## src/rtl/i2c_master_transfer_engine_core_defines.svh

```systemverilog
// Assertion macros used by the I2C master transfer engine sequencer (i2cm_back).
`ifndef I2C_MASTER_TRANSFER_ENGINE_CORE_DEFINES_SVH
`define I2C_MASTER_TRANSFER_ENGINE_CORE_DEFINES_SVH

// Same-cycle implication, sampled on clk, off during rst.
`define I2CM_ASSERT_NOW(label, ante, cons, msg) \
  label: assert property (@(posedge clk) disable iff (rst) (ante) |-> (cons)) else $error(msg);

// Next-cycle implication, sampled on clk, off during rst.
`define I2CM_ASSERT_NEXT(label, ante, cons, msg) \
  label: assert property (@(posedge clk) disable iff (rst) (ante) |=> (cons)) else $error(msg);

`endif

```

## src/rtl/i2cm_pkg.sv

```systemverilog
// Types and constants for the I2C master transfer engine.
`timescale 1ns / 1ps
package i2cm_pkg;

  localparam logic [1:0] KIND_CMD  = 2'd0;
  localparam logic [1:0] KIND_DATA = 2'd1;
  localparam logic [1:0] KIND_TICK = 2'd2;

  localparam logic [1:0] OP_WRITE     = 2'd0;
  localparam logic [1:0] OP_READ      = 2'd1;
  localparam logic [1:0] OP_REG_WRITE = 2'd2;
  localparam logic [1:0] OP_REG_READ  = 2'd3;

  localparam int unsigned QUEUE_DEPTH = 2;

  typedef enum logic [1:0] {
    CLS_CMD,
    CLS_DATA,
    CLS_TICK,
    CLS_NONE
  } cls_t;

  typedef enum logic [3:0] {
    PH_IDLE,
    PH_START_A,
    PH_START_B,
    PH_WBIT_HI,
    PH_WBIT_LO,
    PH_WACK_HI,
    PH_WACK_LO,
    PH_WAIT,
    PH_RBIT_HI,
    PH_RBIT_LO,
    PH_RACK_HI,
    PH_RACK_LO,
    PH_RESTART,
    PH_STOP_A,
    PH_STOP_B,
    PH_STOP_C
  } phase_t;

  typedef enum logic [1:0] {
    ST_ADDR1,
    ST_REG,
    ST_ADDR2,
    ST_DATA
  } stage_t;

  typedef struct packed {
    cls_t       cls;
    logic [1:0] op;
    logic [6:0] dev_addr;
    logic [7:0] reg_addr;
    logic [7:0] tx_byte;
    logic       sda_in;
  } item_t;

  typedef struct packed {
    logic       scl_low;
    logic       sda_low;
    logic       rx_valid;
    logic [7:0] rx_byte;
    logic       tx_request;
    logic       done_res;
    logic       nack_error;
    logic       busy_res;
  } res_t;

endpackage

```

## src/rtl/i2cm_front.sv

```systemverilog
// Front end: classify incoming items and trim the length field.
`timescale 1ns / 1ps
module i2cm_front #(
  parameter int unsigned LENGTH_BITS = 16
) (
  input  logic                    in_valid,
  output logic                    in_ready,
  input  logic [1:0]              kind,
  input  logic [1:0]              op,
  input  logic [6:0]              dev_addr,
  input  logic [7:0]              reg_addr,
  input  logic [15:0]             length,
  input  logic [7:0]              tx_byte,
  input  logic                    sda_in,
  input  logic                    q_ready,
  output logic                    q_push,
  output i2cm_pkg::item_t         q_item,
  output logic [LENGTH_BITS-1:0]  q_length
);
  import i2cm_pkg::*;

  cls_t cls;

  always_comb begin
    unique case (kind)
      KIND_CMD:  cls = CLS_CMD;
      KIND_DATA: cls = CLS_DATA;
      KIND_TICK: cls = CLS_TICK;
      default:   cls = CLS_NONE;
    endcase
  end

  assign in_ready = q_ready;
  assign q_push   = in_valid && q_ready;

  always_comb begin
    q_item.cls      = cls;
    q_item.op       = op;
    q_item.dev_addr = dev_addr;
    q_item.reg_addr = reg_addr;
    q_item.tx_byte  = tx_byte;
    q_item.sda_in   = sda_in;
  end

  assign q_length = length[LENGTH_BITS-1:0];

endmodule

```

## src/rtl/i2cm_queue.sv

```systemverilog
// Short queue between the front end and the bus sequencer.
`timescale 1ns / 1ps
module i2cm_queue #(
  parameter int unsigned WIDTH = 8
) (
  input  logic             clk,
  input  logic             rst,
  input  logic             push,
  input  logic [WIDTH-1:0] push_data,
  output logic             not_full,
  input  logic             pop,
  output logic             not_empty,
  output logic [WIDTH-1:0] head_data
);
  import i2cm_pkg::*;

  localparam int unsigned IdxBits = (QUEUE_DEPTH > 1) ? $clog2(QUEUE_DEPTH) : 1;
  localparam int unsigned CntBits = $clog2(QUEUE_DEPTH + 1);

  logic [WIDTH-1:0]   slots [QUEUE_DEPTH];
  logic [IdxBits-1:0] wr_idx;
  logic [IdxBits-1:0] rd_idx;
  logic [CntBits-1:0] count;

  // Hold off new transfers while in reset.
  assign not_full  = !rst && (count < CntBits'(QUEUE_DEPTH));
  assign not_empty = (count != '0);
  assign head_data = slots[rd_idx];

  function automatic logic [IdxBits-1:0] bump(input logic [IdxBits-1:0] idx);
    bump = (idx == IdxBits'(QUEUE_DEPTH - 1)) ? '0 : idx + 1'b1;
  endfunction

  always_ff @(posedge clk) begin
    if (push) begin
      slots[wr_idx] <= push_data;
    end
  end

  always_ff @(posedge clk) begin
    if (rst) begin
      wr_idx <= '0;
      rd_idx <= '0;
      count  <= '0;
    end else begin
      if (push) begin
        wr_idx <= bump(wr_idx);
      end
      if (pop) begin
        rd_idx <= bump(rd_idx);
      end
      if (push && !pop) begin
        count <= count + 1'b1;
      end else if (pop && !push) begin
        count <= count - 1'b1;
      end
    end
  end

endmodule

```

## src/rtl/i2cm_back.sv

```systemverilog
// Back end: bit-level I2C sequencer with a registered result stage.
`timescale 1ns / 1ps
`include "i2c_master_transfer_engine_core_defines.svh"
module i2cm_back #(
  parameter int unsigned LENGTH_BITS = 16
) (
  input  logic                   clk,
  input  logic                   rst,
  input  logic                   q_valid,
  output logic                   q_pop,
  input  i2cm_pkg::item_t        q_item,
  input  logic [LENGTH_BITS-1:0] q_length,
  output logic                   out_valid,
  input  logic                   out_ready,
  output i2cm_pkg::res_t         res
);
  import i2cm_pkg::*;

  phase_t                 phase, phase_next;
  stage_t                 stage, stage_next;
  logic [3:0]             bit_count, bit_count_next;
  logic [7:0]             shift_reg, shift_reg_next;
  logic [LENGTH_BITS-1:0] byte_count, byte_count_next;
  logic [LENGTH_BITS-1:0] byte_total, byte_total_next;
  logic [6:0]             target_addr, target_addr_next;
  logic [7:0]             register_index, register_index_next;
  logic [1:0]             transfer_op, transfer_op_next;
  logic [7:0]             pending_byte, pending_byte_next;
  logic                   pending_valid, pending_valid_next;
  logic                   scl_drive, scl_drive_next;
  logic                   sda_drive, sda_drive_next;
  logic                   failed, failed_next;

  logic       rx_valid_c;
  logic [7:0] rx_byte_c;
  logic       done_c;
  logic       do_cont_write;
  logic       do_begin_read;
  logic [7:0] shifted;
  logic [7:0] addr_byte;
  logic [3:0] bit_inc;
  logic [LENGTH_BITS-1:0] count_inc;

  assign q_pop = q_valid && (!out_valid || out_ready);

  always_comb begin
    phase_next          = phase;
    stage_next          = stage;
    bit_count_next      = bit_count;
    shift_reg_next      = shift_reg;
    byte_count_next     = byte_count;
    byte_total_next     = byte_total;
    target_addr_next    = target_addr;
    register_index_next = register_index;
    transfer_op_next    = transfer_op;
    pending_byte_next   = pending_byte;
    pending_valid_next  = pending_valid;
    scl_drive_next      = scl_drive;
    sda_drive_next      = sda_drive;
    failed_next         = failed;
    rx_valid_c          = 1'b0;
    rx_byte_c           = '0;
    done_c              = 1'b0;
    do_cont_write       = 1'b0;
    do_begin_read       = 1'b0;
    shifted             = '0;
    bit_inc             = bit_count + 4'd1;
    count_inc           = byte_count + 1'b1;
    addr_byte           = {target_addr, (transfer_op == OP_READ)};

    unique case (q_item.cls)
      CLS_CMD: begin
        if (phase == PH_IDLE) begin
          transfer_op_next    = q_item.op;
          target_addr_next    = q_item.dev_addr;
          register_index_next = q_item.reg_addr;
          byte_total_next     = q_length;
          byte_count_next     = '0;
          pending_valid_next  = 1'b0;
          failed_next         = 1'b0;
          bit_count_next      = '0;
          shift_reg_next      = '0;
          stage_next          = ST_ADDR1;
          scl_drive_next      = 1'b0;
          sda_drive_next      = 1'b0;
          phase_next          = PH_START_A;
        end
      end
      CLS_DATA: begin
        if (phase != PH_IDLE) begin
          pending_byte_next  = q_item.tx_byte;
          pending_valid_next = 1'b1;
          if (phase == PH_WAIT) begin
            pending_valid_next = 1'b0;
            stage_next         = ST_DATA;
            shift_reg_next     = q_item.tx_byte;
            bit_count_next     = '0;
            sda_drive_next     = !q_item.tx_byte[7];
            phase_next         = PH_WBIT_HI;
          end
        end
      end
      CLS_TICK: begin
        unique case (phase)
          PH_START_A: begin
            sda_drive_next = 1'b1;
            phase_next     = PH_START_B;
          end
          PH_START_B: begin
            scl_drive_next = 1'b1;
            if (stage == ST_REG) begin
              stage_next = ST_ADDR2;
              addr_byte  = {target_addr, 1'b1};
            end
            shift_reg_next = addr_byte;
            bit_count_next = '0;
            sda_drive_next = !addr_byte[7];
            phase_next     = PH_WBIT_HI;
          end
          PH_WBIT_HI, PH_WACK_HI, PH_RBIT_HI, PH_RACK_HI: begin
            scl_drive_next = 1'b0;
            unique case (phase)
              PH_WBIT_HI: phase_next = PH_WBIT_LO;
              PH_WACK_HI: phase_next = PH_WACK_LO;
              PH_RBIT_HI: phase_next = PH_RBIT_LO;
              default:    phase_next = PH_RACK_LO;
            endcase
          end
          PH_WBIT_LO: begin
            scl_drive_next = 1'b1;
            shifted        = {shift_reg[6:0], 1'b0};
            shift_reg_next = shifted;
            bit_count_next = bit_inc;
            if (bit_inc < 4'd8) begin
              sda_drive_next = !shifted[7];
              phase_next     = PH_WBIT_HI;
            end else begin
              sda_drive_next = 1'b0;
              phase_next     = PH_WACK_HI;
            end
          end
          PH_WACK_LO: begin
            scl_drive_next = 1'b1;
            if (q_item.sda_in) begin
              failed_next    = 1'b1;
              sda_drive_next = 1'b1;
              phase_next     = PH_STOP_A;
            end else begin
              unique case (stage)
                ST_ADDR1: begin
                  if (transfer_op == OP_WRITE) begin
                    do_cont_write = 1'b1;
                  end else if (transfer_op == OP_READ) begin
                    do_begin_read = 1'b1;
                  end else begin
                    stage_next     = ST_REG;
                    shift_reg_next = register_index;
                    bit_count_next = '0;
                    sda_drive_next = !register_index[7];
                    phase_next     = PH_WBIT_HI;
                  end
                end
                ST_REG: begin
                  if (transfer_op == OP_REG_WRITE) begin
                    do_cont_write = 1'b1;
                  end else begin
                    sda_drive_next = 1'b0;
                    phase_next     = PH_RESTART;
                  end
                end
                ST_ADDR2: do_begin_read = 1'b1;
                default: begin
                  byte_count_next = count_inc;
                  do_cont_write   = 1'b1;
                end
              endcase
            end
          end
          PH_RBIT_LO: begin
            scl_drive_next = 1'b1;
            shifted        = {shift_reg[6:0], q_item.sda_in};
            shift_reg_next = shifted;
            bit_count_next = bit_inc;
            if (bit_inc >= 4'd8) begin
              rx_valid_c      = 1'b1;
              rx_byte_c       = shifted;
              byte_count_next = count_inc;
              sda_drive_next  = (count_inc < byte_total);
              phase_next      = PH_RACK_HI;
            end else begin
              phase_next = PH_RBIT_HI;
            end
          end
          PH_RACK_LO: begin
            scl_drive_next = 1'b1;
            if (byte_count < byte_total) begin
              sda_drive_next = 1'b0;
              shift_reg_next = '0;
              bit_count_next = '0;
              phase_next     = PH_RBIT_HI;
            end else begin
              sda_drive_next = 1'b1;
              phase_next     = PH_STOP_A;
            end
          end
          PH_RESTART: begin
            scl_drive_next = 1'b0;
            phase_next     = PH_START_A;
          end
          PH_STOP_A: begin
            scl_drive_next = 1'b0;
            phase_next     = PH_STOP_B;
          end
          PH_STOP_B: begin
            sda_drive_next = 1'b0;
            phase_next     = PH_STOP_C;
          end
          PH_STOP_C: begin
            done_c             = 1'b1;
            pending_valid_next = 1'b0;
            phase_next         = PH_IDLE;
          end
          default: begin
            phase_next = phase;
          end
        endcase
      end
      default: begin
        phase_next = phase;
      end
    endcase

    // Shared tails of the acknowledge handling.
    if (do_cont_write) begin
      if (byte_count_next >= byte_total) begin
        sda_drive_next = 1'b1;
        phase_next     = PH_STOP_A;
      end else if (pending_valid) begin
        pending_valid_next = 1'b0;
        stage_next         = ST_DATA;
        shift_reg_next     = pending_byte;
        bit_count_next     = '0;
        sda_drive_next     = !pending_byte[7];
        phase_next         = PH_WBIT_HI;
      end else begin
        sda_drive_next = 1'b0;
        phase_next     = PH_WAIT;
      end
    end
    if (do_begin_read) begin
      if (byte_count >= byte_total) begin
        sda_drive_next = 1'b1;
        phase_next     = PH_STOP_A;
      end else begin
        sda_drive_next = 1'b0;
        shift_reg_next = '0;
        bit_count_next = '0;
        stage_next     = ST_DATA;
        phase_next     = PH_RBIT_HI;
      end
    end
  end

  always_ff @(posedge clk) begin
    if (rst) begin
      phase          <= PH_IDLE;
      stage          <= ST_ADDR1;
      bit_count      <= '0;
      shift_reg      <= '0;
      byte_count     <= '0;
      byte_total     <= '0;
      target_addr    <= '0;
      register_index <= '0;
      transfer_op    <= '0;
      pending_byte   <= '0;
      pending_valid  <= 1'b0;
      scl_drive      <= 1'b0;
      sda_drive      <= 1'b0;
      failed         <= 1'b0;
    end else if (q_pop) begin
      phase          <= phase_next;
      stage          <= stage_next;
      bit_count      <= bit_count_next;
      shift_reg      <= shift_reg_next;
      byte_count     <= byte_count_next;
      byte_total     <= byte_total_next;
      target_addr    <= target_addr_next;
      register_index <= register_index_next;
      transfer_op    <= transfer_op_next;
      pending_byte   <= pending_byte_next;
      pending_valid  <= pending_valid_next;
      scl_drive      <= scl_drive_next;
      sda_drive      <= sda_drive_next;
      failed         <= failed_next;
    end
  end

  always_ff @(posedge clk) begin
    if (rst) begin
      out_valid <= 1'b0;
    end else if (q_pop) begin
      out_valid <= 1'b1;
    end else if (out_ready) begin
      out_valid <= 1'b0;
    end
  end

  always_ff @(posedge clk) begin
    if (q_pop) begin
      res.scl_low    <= scl_drive_next;
      res.sda_low    <= sda_drive_next;
      res.rx_valid   <= rx_valid_c;
      res.rx_byte    <= rx_byte_c;
      res.tx_request <= (phase_next == PH_WAIT);
      res.done_res   <= done_c;
      res.nack_error <= done_c && failed;
      res.busy_res   <= (phase_next != PH_IDLE);
    end
  end

  `I2CM_ASSERT_NEXT(a_wait_holds_on_tick, q_pop && phase == PH_WAIT && q_item.cls == CLS_TICK, phase == PH_WAIT, "tick advanced a transfer waiting for data")
  `I2CM_ASSERT_NOW(a_count_within_total, 1'b1, byte_count <= byte_total, "byte count ran past the byte total")
  `I2CM_ASSERT_NEXT(a_stop_ends_transfer, q_pop && phase == PH_STOP_C && q_item.cls == CLS_TICK, phase == PH_IDLE && out_valid && res.done_res && !res.busy_res, "final stop did not end the transfer")
  `I2CM_ASSERT_NOW(a_stall_blocks_pop, out_valid && !out_ready, !q_pop, "sequencer advanced while a result was stalled")

endmodule

```

## src/rtl/i2c_master_transfer_engine_core.sv

```systemverilog
// Top level of the I2C master transfer engine: front end, queue and sequencer.
// An accepted item is written into the queue; the sequencer pops it and registers its result.
// Throughput: one item per cycle while no result is stalled; each item gives exactly one result in acceptance order.
// The rate is set by the sequencer, which applies one item per cycle to its state registers while no result is stalled.
// Reset (rst, synchronous, active high) empties the queue and the result stage, sets the
// sequencer idle and clears its bus drive registers; no item is accepted while rst is high.
`timescale 1ns / 1ps
module i2c_master_transfer_engine_core #(
  parameter int unsigned LENGTH_BITS = 16
) (
  input  logic        clk,
  input  logic        rst,
  input  logic        in_valid,
  output logic        in_ready,
  input  logic [1:0]  kind,
  input  logic [1:0]  op,
  input  logic [6:0]  dev_addr,
  input  logic [7:0]  reg_addr,
  input  logic [15:0] length,
  input  logic [7:0]  tx_byte,
  input  logic        sda_in,
  output logic        out_valid,
  input  logic        out_ready,
  output logic        scl_low,
  output logic        sda_low,
  output logic        rx_valid,
  output logic [7:0]  rx_byte,
  output logic        tx_request,
  output logic        done_res,
  output logic        nack_error,
  output logic        busy_res
);
  import i2cm_pkg::*;

  // Each queue entry carries the classified item and the trimmed length.
  localparam int unsigned EntryBits = $bits(item_t) + LENGTH_BITS;

  logic                   q_ready;
  logic                   q_push;
  item_t                  f_item;
  logic [LENGTH_BITS-1:0] f_length;
  logic                   q_valid;
  logic                   q_pop;
  logic [EntryBits-1:0]   q_head;
  item_t                  b_item;
  logic [LENGTH_BITS-1:0] b_length;
  res_t                   res;

  // Front end: decode the kind code and present the transfer to the queue.
  i2cm_front #(
    .LENGTH_BITS(LENGTH_BITS)
  ) u_front (
    .in_valid (in_valid),
    .in_ready (in_ready),
    .kind     (kind),
    .op       (op),
    .dev_addr (dev_addr),
    .reg_addr (reg_addr),
    .length   (length),
    .tx_byte  (tx_byte),
    .sda_in   (sda_in),
    .q_ready  (q_ready),
    .q_push   (q_push),
    .q_item   (f_item),
    .q_length (f_length)
  );

  // Queue: lets the front end keep taking items, until it is full, while the sequencer is held by a stalled result.
  i2cm_queue #(
    .WIDTH(EntryBits)
  ) u_queue (
    .clk       (clk),
    .rst       (rst),
    .push      (q_push),
    .push_data ({f_item, f_length}),
    .not_full  (q_ready),
    .pop       (q_pop),
    .not_empty (q_valid),
    .head_data (q_head)
  );

  assign b_item   = q_head[EntryBits-1:LENGTH_BITS];
  assign b_length = q_head[LENGTH_BITS-1:0];

  // Back end: advance the bus sequence by one action and register the result.
  i2cm_back #(
    .LENGTH_BITS(LENGTH_BITS)
  ) u_back (
    .clk       (clk),
    .rst       (rst),
    .q_valid   (q_valid),
    .q_pop     (q_pop),
    .q_item    (b_item),
    .q_length  (b_length),
    .out_valid (out_valid),
    .out_ready (out_ready),
    .res       (res)
  );

  // Drop the result group onto the output ports.
  assign scl_low    = res.scl_low;
  assign sda_low    = res.sda_low;
  assign rx_valid   = res.rx_valid;
  assign rx_byte    = res.rx_byte;
  assign tx_request = res.tx_request;
  assign done_res   = res.done_res;
  assign nack_error = res.nack_error;
  assign busy_res   = res.busy_res;

endmodule
```

## config.mk

```make
export PLATFORM = sky130hd
export DESIGN_NAME = i2c_master_transfer_engine_core
export DESIGN_NICKNAME = d
export VERILOG_FILES = /design/src/rtl/i2cm_pkg.sv /design/src/rtl/i2cm_front.sv /design/src/rtl/i2cm_queue.sv /design/src/rtl/i2cm_back.sv /design/src/rtl/i2c_master_transfer_engine_core.sv
export VERILOG_INCLUDE_DIRS = /design/src /design/src/rtl
export SDC_FILE = /design/constraint.sdc
export NUM_CORES = 1
export LEC_CHECK = 0
export BUFFER_PORTS_ARGS = -buffer_cell sky130_fd_sc_hd__buf_2
export CORE_UTILIZATION = 40
export CTS_BUF_LIST = sky130_fd_sc_hd__clkbuf_4 sky130_fd_sc_hd__clkbuf_8
export DETAILED_ROUTE_END_ITERATION = 10
export SETUP_SLACK_MARGIN = 0.05
export SLEW_MARGIN = 30
export SYNTH_ARGS = -nofsm -noshare
export SYNTH_HDL_FRONTEND = slang
export SYNTH_HIERARCHICAL = 1
export SYNTH_SLANG_ARGS = --single-unit
```

## constraint.sdc

```tcl
create_clock -name clk -period 12.99 [get_ports clk]
set_input_delay 1.299 -clock clk [delete_from_list [all_inputs] [get_ports clk]]
set_output_delay 1.299 -clock clk [all_outputs]
set_load 0.03 [all_outputs]
```

==> results.json, run 1 <==
{
  "grt_pass1_vias": 6867,
  "io_buffers": 64,
  "cp-end-kind": "register",
  "grt_max_degree": 45,
  "grt_util_met2": 0.273,
  "synth_mux_area_frac": 0.0587,
  "ys_top_cells_by_count": "107 x nand2_1, 103 x edfxtp_1, 88 x a21oi_1, 84 x dfxtp_1, 63 x o21ai_0",
  "h-tree-depth": 4,
  "cts.clk_slew.worst_paths_ns": 0.12,
  "synth_compound_area_frac": 0.168,
  "yosysMostFrequentCell": "nand2_1",
  "postCtsSetupBuffers": 0,
  "synth.ff_latch_count": 187,
  "ir_worst_vdd_uv": 77.6,
  "cp_data_required_time_ns": 13.35,
  "maxCapViolations": 0,
  "largest_register": "u_queue/slots",
  "cts_made_buffers": 17,
  "final_max_slew_viol_count": 0,
  "fp.dieH_um": 160,
  "hold_depth": 2,
  "grt_pass1_wl_mm": 37.9,
  "drc": 0,
  "finalSetupViolCount": 0,
  "p_leak_nw": 3.87,
  "antenna_found_initial": 0,
  "synth-async-reset-ratio": 0,
  "drtIter0Drc": 783,
  "timing.setup.tns_ns": 0,
  "drive_gt1_frac": 0.169,
  "viasPerCell": 5.59,
  "clockRootBuffer": "clkbuf_8",
  "synth_cell_types": 66,
  "rows": 57,
  "synth_adder_area_share": 0.0640,
  "drt-total-wl_mm": 23.3,
  "synthTopCellsByArea": "edfxtp_1 31%, dfxtp_1 17%, ha_1 6.4%",
  "syn_avg_cell_area_um2": 9.93,
  "worst_slew_pin_slew_ns": 0.875,
  "fill_cells": 2369,
  "dieArea_um2": 25600,
  "clk_path_buf_depth": 2,
  "p_int_mw": 1.18,
  "pwr-share-seq": 0.391,
  "finClkSkew_ns": 0.0227,
  "largest_register_ffs": 88,
  "met1_usage": 0.281,
  "synth_seq_area_share": 0.479,
  "p_comb_frac": 0.408,
  "synth-xor-area-share": 0.0184,
  "cts_sinks": 187,
  "io-pin-count": 65,
  "syn2layout_area_growth_pct": 7.25,
  "synth_area_um2": 9970,
  "power.switching_uw": 856,
  "crit_path_max_fanout": 21,
  "ctsResizeCount": 0,
  "finalCriticalPeriod_ns": 5.07,
  "yosys.area_share.simple": 0.142,
  "wl_per_cell_um": 17.5,
  "ys_warn_count": 6,
  "slew_headroom": 0.415,
  "synth_top_area_cell": "edfxtp_1",
  "synth_ff_type": "edfxtp_1",
  "fmax_mhz": 197,
  "reg2reg_depth": 15,
  "holdBufCountCts": 0,
  "n_antenna_cell": 0,
  "switching_share": 0.420,
  "insertion_delay_ns": 0.48,
  "crit_arrival_ns": 5.43,
  "synth.top_cell.area_share": 0.310,
  "die_w_um": 160,
  "cts_tree": "built",
  "largestRegisters": "u_queue/slots x88, u_back/byte_count x16, u_back/byte_total x16",
  "dp_slack_ns": 8.14,
  "fin_nets": 1099,
  "syn-num-nets": 1103,
  "ant_nets": 0,
  "synth_edf_count": 103,
  "detailroute.via_count": 7473,
  "netlist_instances": 1004,
  "worstSetupStartpointType": "register",
  "core_um2": 24400,
  "use_met3": 0.0296,
  "grt.overflow.total": 0,
  "hold_viol": 0,
  "clkPwrFrac": 0.201,
  "dp_hpwl_mm": 16.0,
  "place_congestion": 0.939,
  "setup_ws_ns": 7.92,
  "dr.pass1.iters": 6,
  "initial_core_util": 0.409,
  "whs_ns": 0.460,
  "status": "completed",
  "synth_top_family_by_area": "compound AO/OA/AOI/OAI gates",
  "grt_usage": 0.187,
  "fin_crit_sh": 0.390,
  "top_usage_layer": "met1",
  "power_density_nw_per_um2": 191,
  "hp-class": "reg2reg",
  "rsz0062_at_grt": "false",
  "worstSetupPathType": "reg2reg"
}
## metrics by stage
step | power (mW) | cell area, µm² | util | std cells
after floorplan | 1.42 | 9970 | - | 1004
after global routing | 2.18 | 10700 | 0.438 | 1337
final | 2.04 | 10700 | 0.438 | 1337
after global placement | 1.62 | 10200 | 0.420 | 1304
after CTS | 2.04 | 10700 | 0.438 | 1337
after detailed placement | 1.63 | 10200 | 0.420 | 1305
## routing by layer
metal | vias up | routed length [µm]
li1 | 3629 | -
met1 | 3535 | 11700
met2 | 275 | 9830
met3 | 34 | 1300
met4 | 0 | 504
met5 | - | 0
## cell type report
cell class / instances / area, µm² / area share
multi-input combinational: 684 / 4520 / 0.423
clock inverter: 15 / 208 / 0.0194
tap: 324 / 405 / 0.0379
timing repair buffer: 79 / 430 / 0.0403
sequential: 187 / 4780 / 0.447
inverter: 31 / 116 / 0.0109
clock buffer: 17 / 234 / 0.0219
## critical path: stages, from the launching register on
cell	delay, ns
dfxtp_1	0.79
clkinv_1	0.44
nor3_1	0.42
a21boi_1	0.28
o21ai_1	0.48
o21ai_0	0.16
o31ai_1	0.12
ha_1	0.30
nand4_1	0.15
nor3_1	0.08
a2111oi_0	0.63
o2111ai_1	0.21
buf_4	0.26
and3_1	0.29
o221ai_2	0.23
o22ai_1	0.12
## path summary, 6_finish.rpt
kind / slack [ns] / from / to
max: 7.92 / u_back/phase[3]$_SDFFE_PP0P_ / u_back/bit_count[1]$_SDFFE_PP0P_
min: 0.46 / u_back/byte_total[11]$_SDFFE_PP0P_ / u_back/byte_total[11]$_SDFFE_PP0P_
max reg2reg: 7.92 / u_back/phase[3]$_SDFFE_PP0P_ / u_back/bit_count[1]$_SDFFE_PP0P_
min reg2reg: 0.46 / u_back/byte_total[11]$_SDFFE_PP0P_ / u_back/byte_total[11]$_SDFFE_PP0P_
## layout by cell type, fill, tap and decap left out, drive strengths merged, types with 4 or more instances in the layout
cell and count:
mux2i 9, o221ai 5, nand4 14, inv 36
nand3 19, or3 7, a21o 15, a222oi 6
o21ai 67, nand2b 17, xnor2 12, edfxtp 103
buf 79, a31oi 12, o211ai 11, nor2b 12
nand2 107, ha 51, nor3 16, a21oi 88
and2 13, xor2 9, and3 10, clkbuf 17
clkinv 10, a22oi 7, nor2 55, nor4 8
o22ai 4, dfxtp 84, a2111oi 4, a211oi 14
o211a 6, mux2 44
## cell families after synthesis
group | Yosys count
simple gates | 293
compound gates | 266
flops | 187
buf+inv | 133
mux | 53
fa+ha+maj | 51
xor+xnor | 21
## power groups by stage
stage               clock (mW)  combinational [mW]  sequential, mW
floorplan                    0               0.617           0.803
detailed placement           0               0.818           0.809
global placement             0               0.811           0.807
finish                   0.410               0.832           0.797
global route             0.444               0.924           0.809
CTS                      0.422               0.823           0.795
(Power assumes the default switching activity.)
==> inputs of run 2 (changes only) <==
==> constraint.sdc (replaced) <==
create_clock -name clk -period 4.95 [get_ports clk]
set_input_delay 0.495 -clock clk [delete_from_list [all_inputs] [get_ports clk]]
set_output_delay 0.495 -clock clk [all_outputs]
set_load 0.03 [all_outputs]
==> run 2 against run 1 <==
  * Via count rose by 2.2%
  * Critical path type unchanged
  * Combinational power rose to 2.7 times the previous value
  * Worst setup slack got worse by 7.4 ns
  * Largest cell class unchanged
==> results.json, run 2 (same netlist as run 1, synthesis figures left out) <==
{
  "status": "completed",
  "cts.clk_slew.worst_paths_ns": 0.12,
  "ctsResizeCount": 0,
  "whs_ns": 0.194,
  "postCtsSetupBuffers": 0,
  "grt_max_degree": 68,
  "fp.dieH_um": 160,
  "layout_commonest_cell": "nand2_1",
  "ant_nets": 0,
  "largestRegisters": "u_queue/slots x88, u_back/byte_count x16, u_back/byte_total x16",
  "final_core_util": 0.442,
  "critPathMaxStageDelay_ns": 0.63,
  "dp_hpwl_mm": 16.3,
  "crit_family": "compound AO/OA/AOI/OAI gates",
  "ir_worst_vdd_uv": 236,
  "critPathLaunch": "u_back/phase[3]$_SDFFE_PP0P_",
  "largest_register": "u_queue/slots",
  "fin_crit_sh": 0.899,
  "worstSetupPathType": "reg2reg",
  "io-pin-count": 65,
  "finalCriticalPeriod_ns": 4.45,
  "finClkSkew_ns": 0.0149,
  "grt.overflow.total": 0,
  "power.switching_mw": 2.31,
  "holdBufCountCts": 0,
  "n_antenna_cell": 0,
  "cp-end-kind": "register",
  "syn2layout_area_growth_pct": 8.22,
  "slew_headroom": 0.431,
  "cts_sinks": 187,
  "fin_nets": 1108,
  "final_max_slew_viol_count": 0,
  "p_int_mw": 3.13,
  "hp-class": "in2reg",
  "grt_pass1_wl_mm": 38.9,
  "path_buf_inv": 1,
  "wl_per_cell_um": 17.9,
  "clk_path_buf_depth": 2,
  "post-place-cells": 1314,
  "h-tree-depth": 4,
  "rows": 57,
  "worstSetupStartpointType": "register",
  "instances_no_fill": 1346,
  "p_comb_frac": 0.406,
  "setup_ws_ns": 0.502,
  "maxCapViolations": 0,
  "power_density_nw_per_um2": 504,
  "clockRootBuffer": "clkbuf_8",
  "crit_chain": "nand4bb_1, mux2i_1, o21ai_0, nor2_1, a21oi_1, a31oi_1, ha_1, a21oi_1, o21ai_0, a221oi_1, o2111ai_1, buf_4, nand2_1, a21o_1, o211ai_1",
  "detailroute.via_count": 7634,
  "core_um2": 24400,
  "drc": 0,
  "crit_path_end": "u_back/res[0]$_DFFE_PP_",
  "fmax_mhz": 225,
  "fill_cells": 2376,
  "insertion_delay_ns": 0.48,
  "largest_register_ffs": 88,
  "dr.pass1.iters": 8,
  "pwr-share-seq": 0.385,
  "layout_common_cells": "107 x nand2_1, 103 x edfxtp_1, 88 x a21oi_1",
  "dieArea_um2": 25600,
  "r2r_start": "u_back/phase[3]$_SDFFE_PP0P_",
  "antenna_found_initial": 1,
  "crit_path_top_delay_cell": "dfxtp_1",
  "crit_path_max_fanout": 17,
  "initial_core_util": 0.409,
  "clkPwrFrac": 0.208,
  "switching_share": 0.424,
  "drive_gt1_frac": 0.179,
  "crit_arrival_ns": 4.68,
  "drtIter0Drc": 747,
  "die_w_um": 160,
  "grt_pass1_vias": 7140,
  "place_congestion": 0.908,
  "io_buffers": 64,
  "cp_data_required_time_ns": 5.18,
  "crit_cells": 15,
  "r2r_setup_slack_ns": 0.50,
  "rsz0062_at_grt": "false",
  "p_leak_nw": 3.93,
  "hold_viol": 0,
  "timing.setup.tns_ns": 0,
  "reg2reg_to": "u_back/res[0]$_DFFE_PP_",
  "reg2reg_depth": 15,
  "cts_tree": "built",
  "viasPerCell": 5.67,
  "dp_slack_ns": 0.411,
  "finalSetupViolCount": 0,
  "drt-total-wl_mm": 24.2,
  "worst_slew_pin_slew_ns": 0.852,
  "grt_usage": 0.193,
  "cts_made_buffers": 17
}
-- run 2: layout make-up --
class	count	area, µm²	share of cell area
clock inverters	15	223	0.0206
inverters	31	116	0.0108
multi-input cells	684	4530	0.420
clock buffers	17	234	0.0217
flip-flops and latches	187	4780	0.443
repair buffers	88	500	0.0464
well taps	324	405	0.0376
-- run 2: worst min-delay path by stage --
stage / cells past startpoint / start / endpoint
after detailed placement: 2 / u_back/byte_total[12]$_SDFFE_PP0P_ / u_back/byte_total[12]$_SDFFE_PP0P_
final: 1 / dev_addr[2] / u_queue/slots[1][35]$_DFFE_PP_
after CTS: 1 / reg_addr[6] / u_queue/slots[1][31]$_DFFE_PP_
after global routing: 1 / reg_addr[5] / u_queue/slots[1][30]$_DFFE_PP_
after global placement: 2 / u_back/byte_total[11]$_SDFFE_PP0P_ / u_back/byte_total[11]$_SDFFE_PP0P_
after floorplan: 2 / u_back/target_addr[6]$_SDFFE_PP0P_ / u_back/target_addr[6]$_SDFFE_PP0P_
-- run 2: through the flow --
| stage | instance area (µm²) | power [mW] |
|---|---|---|
| floorplan | 9970 | 3.73 |
| global placement | 10300 | 4.29 |
| detailed placement | 10300 | 4.30 |
| CTS | 10800 | 5.45 |
| global route | 10800 | 5.78 |
| finish | 10800 | 5.44 |
-- run 2: layer usage --
layer	vias to the layer above	wire length, µm	share of wire	track usage
met5	-	13	0.00054	0
met4	2	445	0.018	0.0662
met3	31	1550	0.064	0.0379
met2	272	10000	0.42	0.272
met1	3683	12100	0.50	0.290
li1	3646	-	-	-
-- run 2: power by group through the flow --
| stage | clock (mW) | sequential (mW) | combinational, mW |
|---|---|---|---|
| after global placement | 0 | 2.12 | 2.16 |
| after floorplan | 0 | 2.11 | 1.62 |
| after global routing | 1.22 | 2.13 | 2.43 |
| after detailed placement | 0 | 2.12 | 2.18 |
| after CTS | 1.17 | 2.09 | 2.19 |
| final | 1.13 | 2.10 | 2.21 |
==> inputs of run 3 (changes only) <==
--- a/config.mk
+++ b/config.mk
@@ -10,6 +10,7 @@
 export CORE_UTILIZATION = 40
 export CTS_BUF_LIST = sky130_fd_sc_hd__clkbuf_4 sky130_fd_sc_hd__clkbuf_8
 export DETAILED_ROUTE_END_ITERATION = 10
+export RECOVER_POWER = 50
 export SETUP_SLACK_MARGIN = 0.05
 export SLEW_MARGIN = 30
 export SYNTH_ARGS = -nofsm -noshare
==> run 3 against run 2 <==
  * The flow now finishes with violations (capacitance limit, slew limit)
  * Global-route usage unchanged
  * Register-to-register slack about the same
  * Total power shrank 0.37%
  * Critical path depth stayed put
  * Count of clock-buffer cells in the layout unchanged
  * Core utilization is 0.22 points lower
  * Via count down 0.68%
  * Worst hold slack improved by 0.0038 ns
  * Wire length fell by 0.10%
  * Fmax about the same
  * Worst setup slack better by 0.0012 ns
  * Critical path type unchanged
  * Largest cell class unchanged
  * Largest power group unchanged
==> results.json, run 3 (same netlist as run 1, synthesis figures left out) <==
{
  "cp_data_required_time_ns": 5.18,
  "rsz0062_at_grt": "false",
  "syn2layout_area_growth_pct": 7.68,
  "rows": 57,
  "reg2reg_to": "u_back/res[0]$_DFFE_PP_",
  "hold_viol": 0,
  "n_antenna_cell": 0,
  "finalCriticalPeriod_ns": 4.45,
  "cts.clk_slew.worst_paths_ns": 0.12,
  "reg2reg_depth": 15,
  "wl_per_cell_um": 17.9,
  "h-tree-depth": 4,
  "p_comb_frac": 0.404,
  "crit_path_max_fanout": 17,
  "fin_crit_sh": 0.898,
  "clockRootBuffer": "clkbuf_8",
  "worst_hold_path.endpoint": "u_queue/slots[1][35]$_DFFE_PP_",
  "grt.overflow.total": 0,
  "finClkSkew_ns": 0.0174,
  "power.switching_mw": 2.30,
  "dp_hpwl_mm": 16.3,
  "core_um2": 24400,
  "layout_common_cells": "107 x nand2_1, 103 x edfxtp_1, 88 x a21oi_1",
  "violations": "capacitance limit, slew limit",
  "pwr-share-seq": 0.387,
  "ant_nets": 0,
  "r2r_setup_slack_ns": 0.50,
  "cts_sinks": 187,
  "worstSetupPathType": "reg2reg",
  "drc": 0,
  "holdCritStartpoint": "dev_addr[2]",
  "crit_arrival_ns": 4.67,
  "hold_depth": 1,
  "detailroute.via_count": 7582,
  "status": "finished with violations",
  "place_congestion": 0.908,
  "final_core_util": 0.440,
  "largestRegisters": "u_queue/slots x88, u_back/byte_count x16, u_back/byte_total x16",
  "clk_path_buf_depth": 2,
  "drive_gt1_frac": 0.143,
  "grt_usage": 0.193,
  "insertion_delay_ns": 0.48,
  "grt_pass1_wl_mm": 38.9,
  "drt-total-wl_mm": 24.1,
  "worstSetupStartpointType": "register",
  "antenna_found_initial": 0,
  "grt_pass1_vias": 7140,
  "cp-end-kind": "register",
  "finalSetupViolCount": 0,
  "fp.dieH_um": 160,
  "slew_headroom": -1.08,
  "switching_share": 0.425,
  "initial_core_util": 0.409,
  "fin_nets": 1108,
  "fmax_mhz": 225,
  "dr.pass1.iters": 5,
  "cts_tree": "built",
  "power_density_nw_per_um2": 505,
  "final_max_slew_viol_count": 63,
  "dieArea_um2": 25600,
  "r2r_start": "u_back/phase[3]$_SDFFE_PP0P_",
  "drtIter0Drc": 734,
  "layout_commonest_cell": "nand2_1",
  "worst_slew_pin_slew_ns": 3.12,
  "grt_max_degree": 68,
  "p_int_mw": 3.12,
  "ir_worst_vdd_uv": 234,
  "largest_register": "u_queue/slots",
  "die_w_um": 160,
  "timing.setup.tns_ns": 0,
  "viasPerCell": 5.63,
  "io-pin-count": 65,
  "maxCapViolations": 2,
  "io_buffers": 64,
  "p_leak_nw": 3.82,
  "hp-class": "in2reg",
  "clkPwrFrac": 0.209,
  "cts_made_buffers": 17,
  "largest_register_ffs": 88
}
==> run 3: final cells by class <==
type                    instances  area, µm²
repair buffers                 88        457
well taps                     324        405
multi-input cells             684       4520
fillers                      2393      13700
clock buffers                  17        234
clock inverters                15        223
flip-flops and latches        187       4780
inverters                      31        116
==> run 3: power by group through the flow <==
stage | clock, mW | sequential [mW] | combinational (mW)
4_1_cts | 1.17 | 2.09 | 2.19
6_report | 1.13 | 2.10 | 2.19
3_3_place_gp | 0 | 2.12 | 2.16
5_1_grt | 1.22 | 2.13 | 2.42
3_5_place_dp | 0 | 2.12 | 2.18
2_1_floorplan | 0 | 2.11 | 1.62
==> run 3: worst max path at each step <==
| stage | startpoint | endpoint | slack [ns] | cells past startpoint |
|---|---|---|---|---|
| floorplan | register | u_back/bit_count[1]$_SDFFE_PP0P_ | 0.48 | 19 |
| finish | u_back/phase[3]$_SDFFE_PP0P_ | u_back/res[0]$_DFFE_PP_ | 0.50 | 15 |
| detailed placement | u_back/byte_count[0]$_SDFFE_PP0P_ | u_back/res[0]$_DFFE_PP_ | 0.41 | 16 |
| global route | u_back/phase[3]$_SDFFE_PP0P_ | u_back/pending_valid$_SDFFE_PP0P_ | 0.12 | 15 |
| global placement | u_back/byte_count[0]$_SDFFE_PP0P_ | u_back/pending_valid$_SDFFE_PP0P_ | 0.44 | 16 |
| CTS | u_back/byte_count[0]$_SDFFE_PP0P_ | u_back/res[0]$_DFFE_PP_ | 0.39 | 16 |
==> run 3: layer usage <==
metal | vias up | GRT usage | part of all wire
met1 | 3621 | 0.290 | 0.50
met2 | 283 | 0.272 | 0.41
met3 | 34 | 0.0379 | 0.067
met4 | 0 | 0.0662 | 0.018
li1 | 3644 | - | -
met5 | - | 0 | 0
==> run 3: per-stage QoR <==
step	worst slack, ns	instances	total power, mW	hold WS, ns	instance area [µm²]
floorplan	0.484	1004	3.73	0.433	9970
global placement	0.437	1314	4.29	0.443	10300
detailed placement	0.411	1314	4.30	0.449	10300
CTS	0.395	1346	5.45	0.156	10800
global route	0.116	1346	5.77	0.151	10700
finish	0.503	1346	5.42	0.198	10700
==> run 3: timing repair <==
action / in CTS / in global routing
hold buffers: 0 / 0
endpoints found under the setup margin: 0 / 5
setup buffers: 0 / 0
gates resized for setup: 0 / 4
==> run 3: critical path, cell delays in order, from the launching register on <==
cell and delay (ns):
dfxtp_1 0.62, nand4bb_1 0.34, mux2i_1 0.30, o21ai_0 0.24, nor2_1 0.41, a21oi_1 0.13
a31oi_1 0.25, ha_1 0.30, a21oi_1 0.13, o21ai_0 0.11, a221oi_1 0.57, o2111ai_1 0.23
buf_4 0.25, nand2_1 0.08, a21o_1 0.13, o211ai_1 0.09
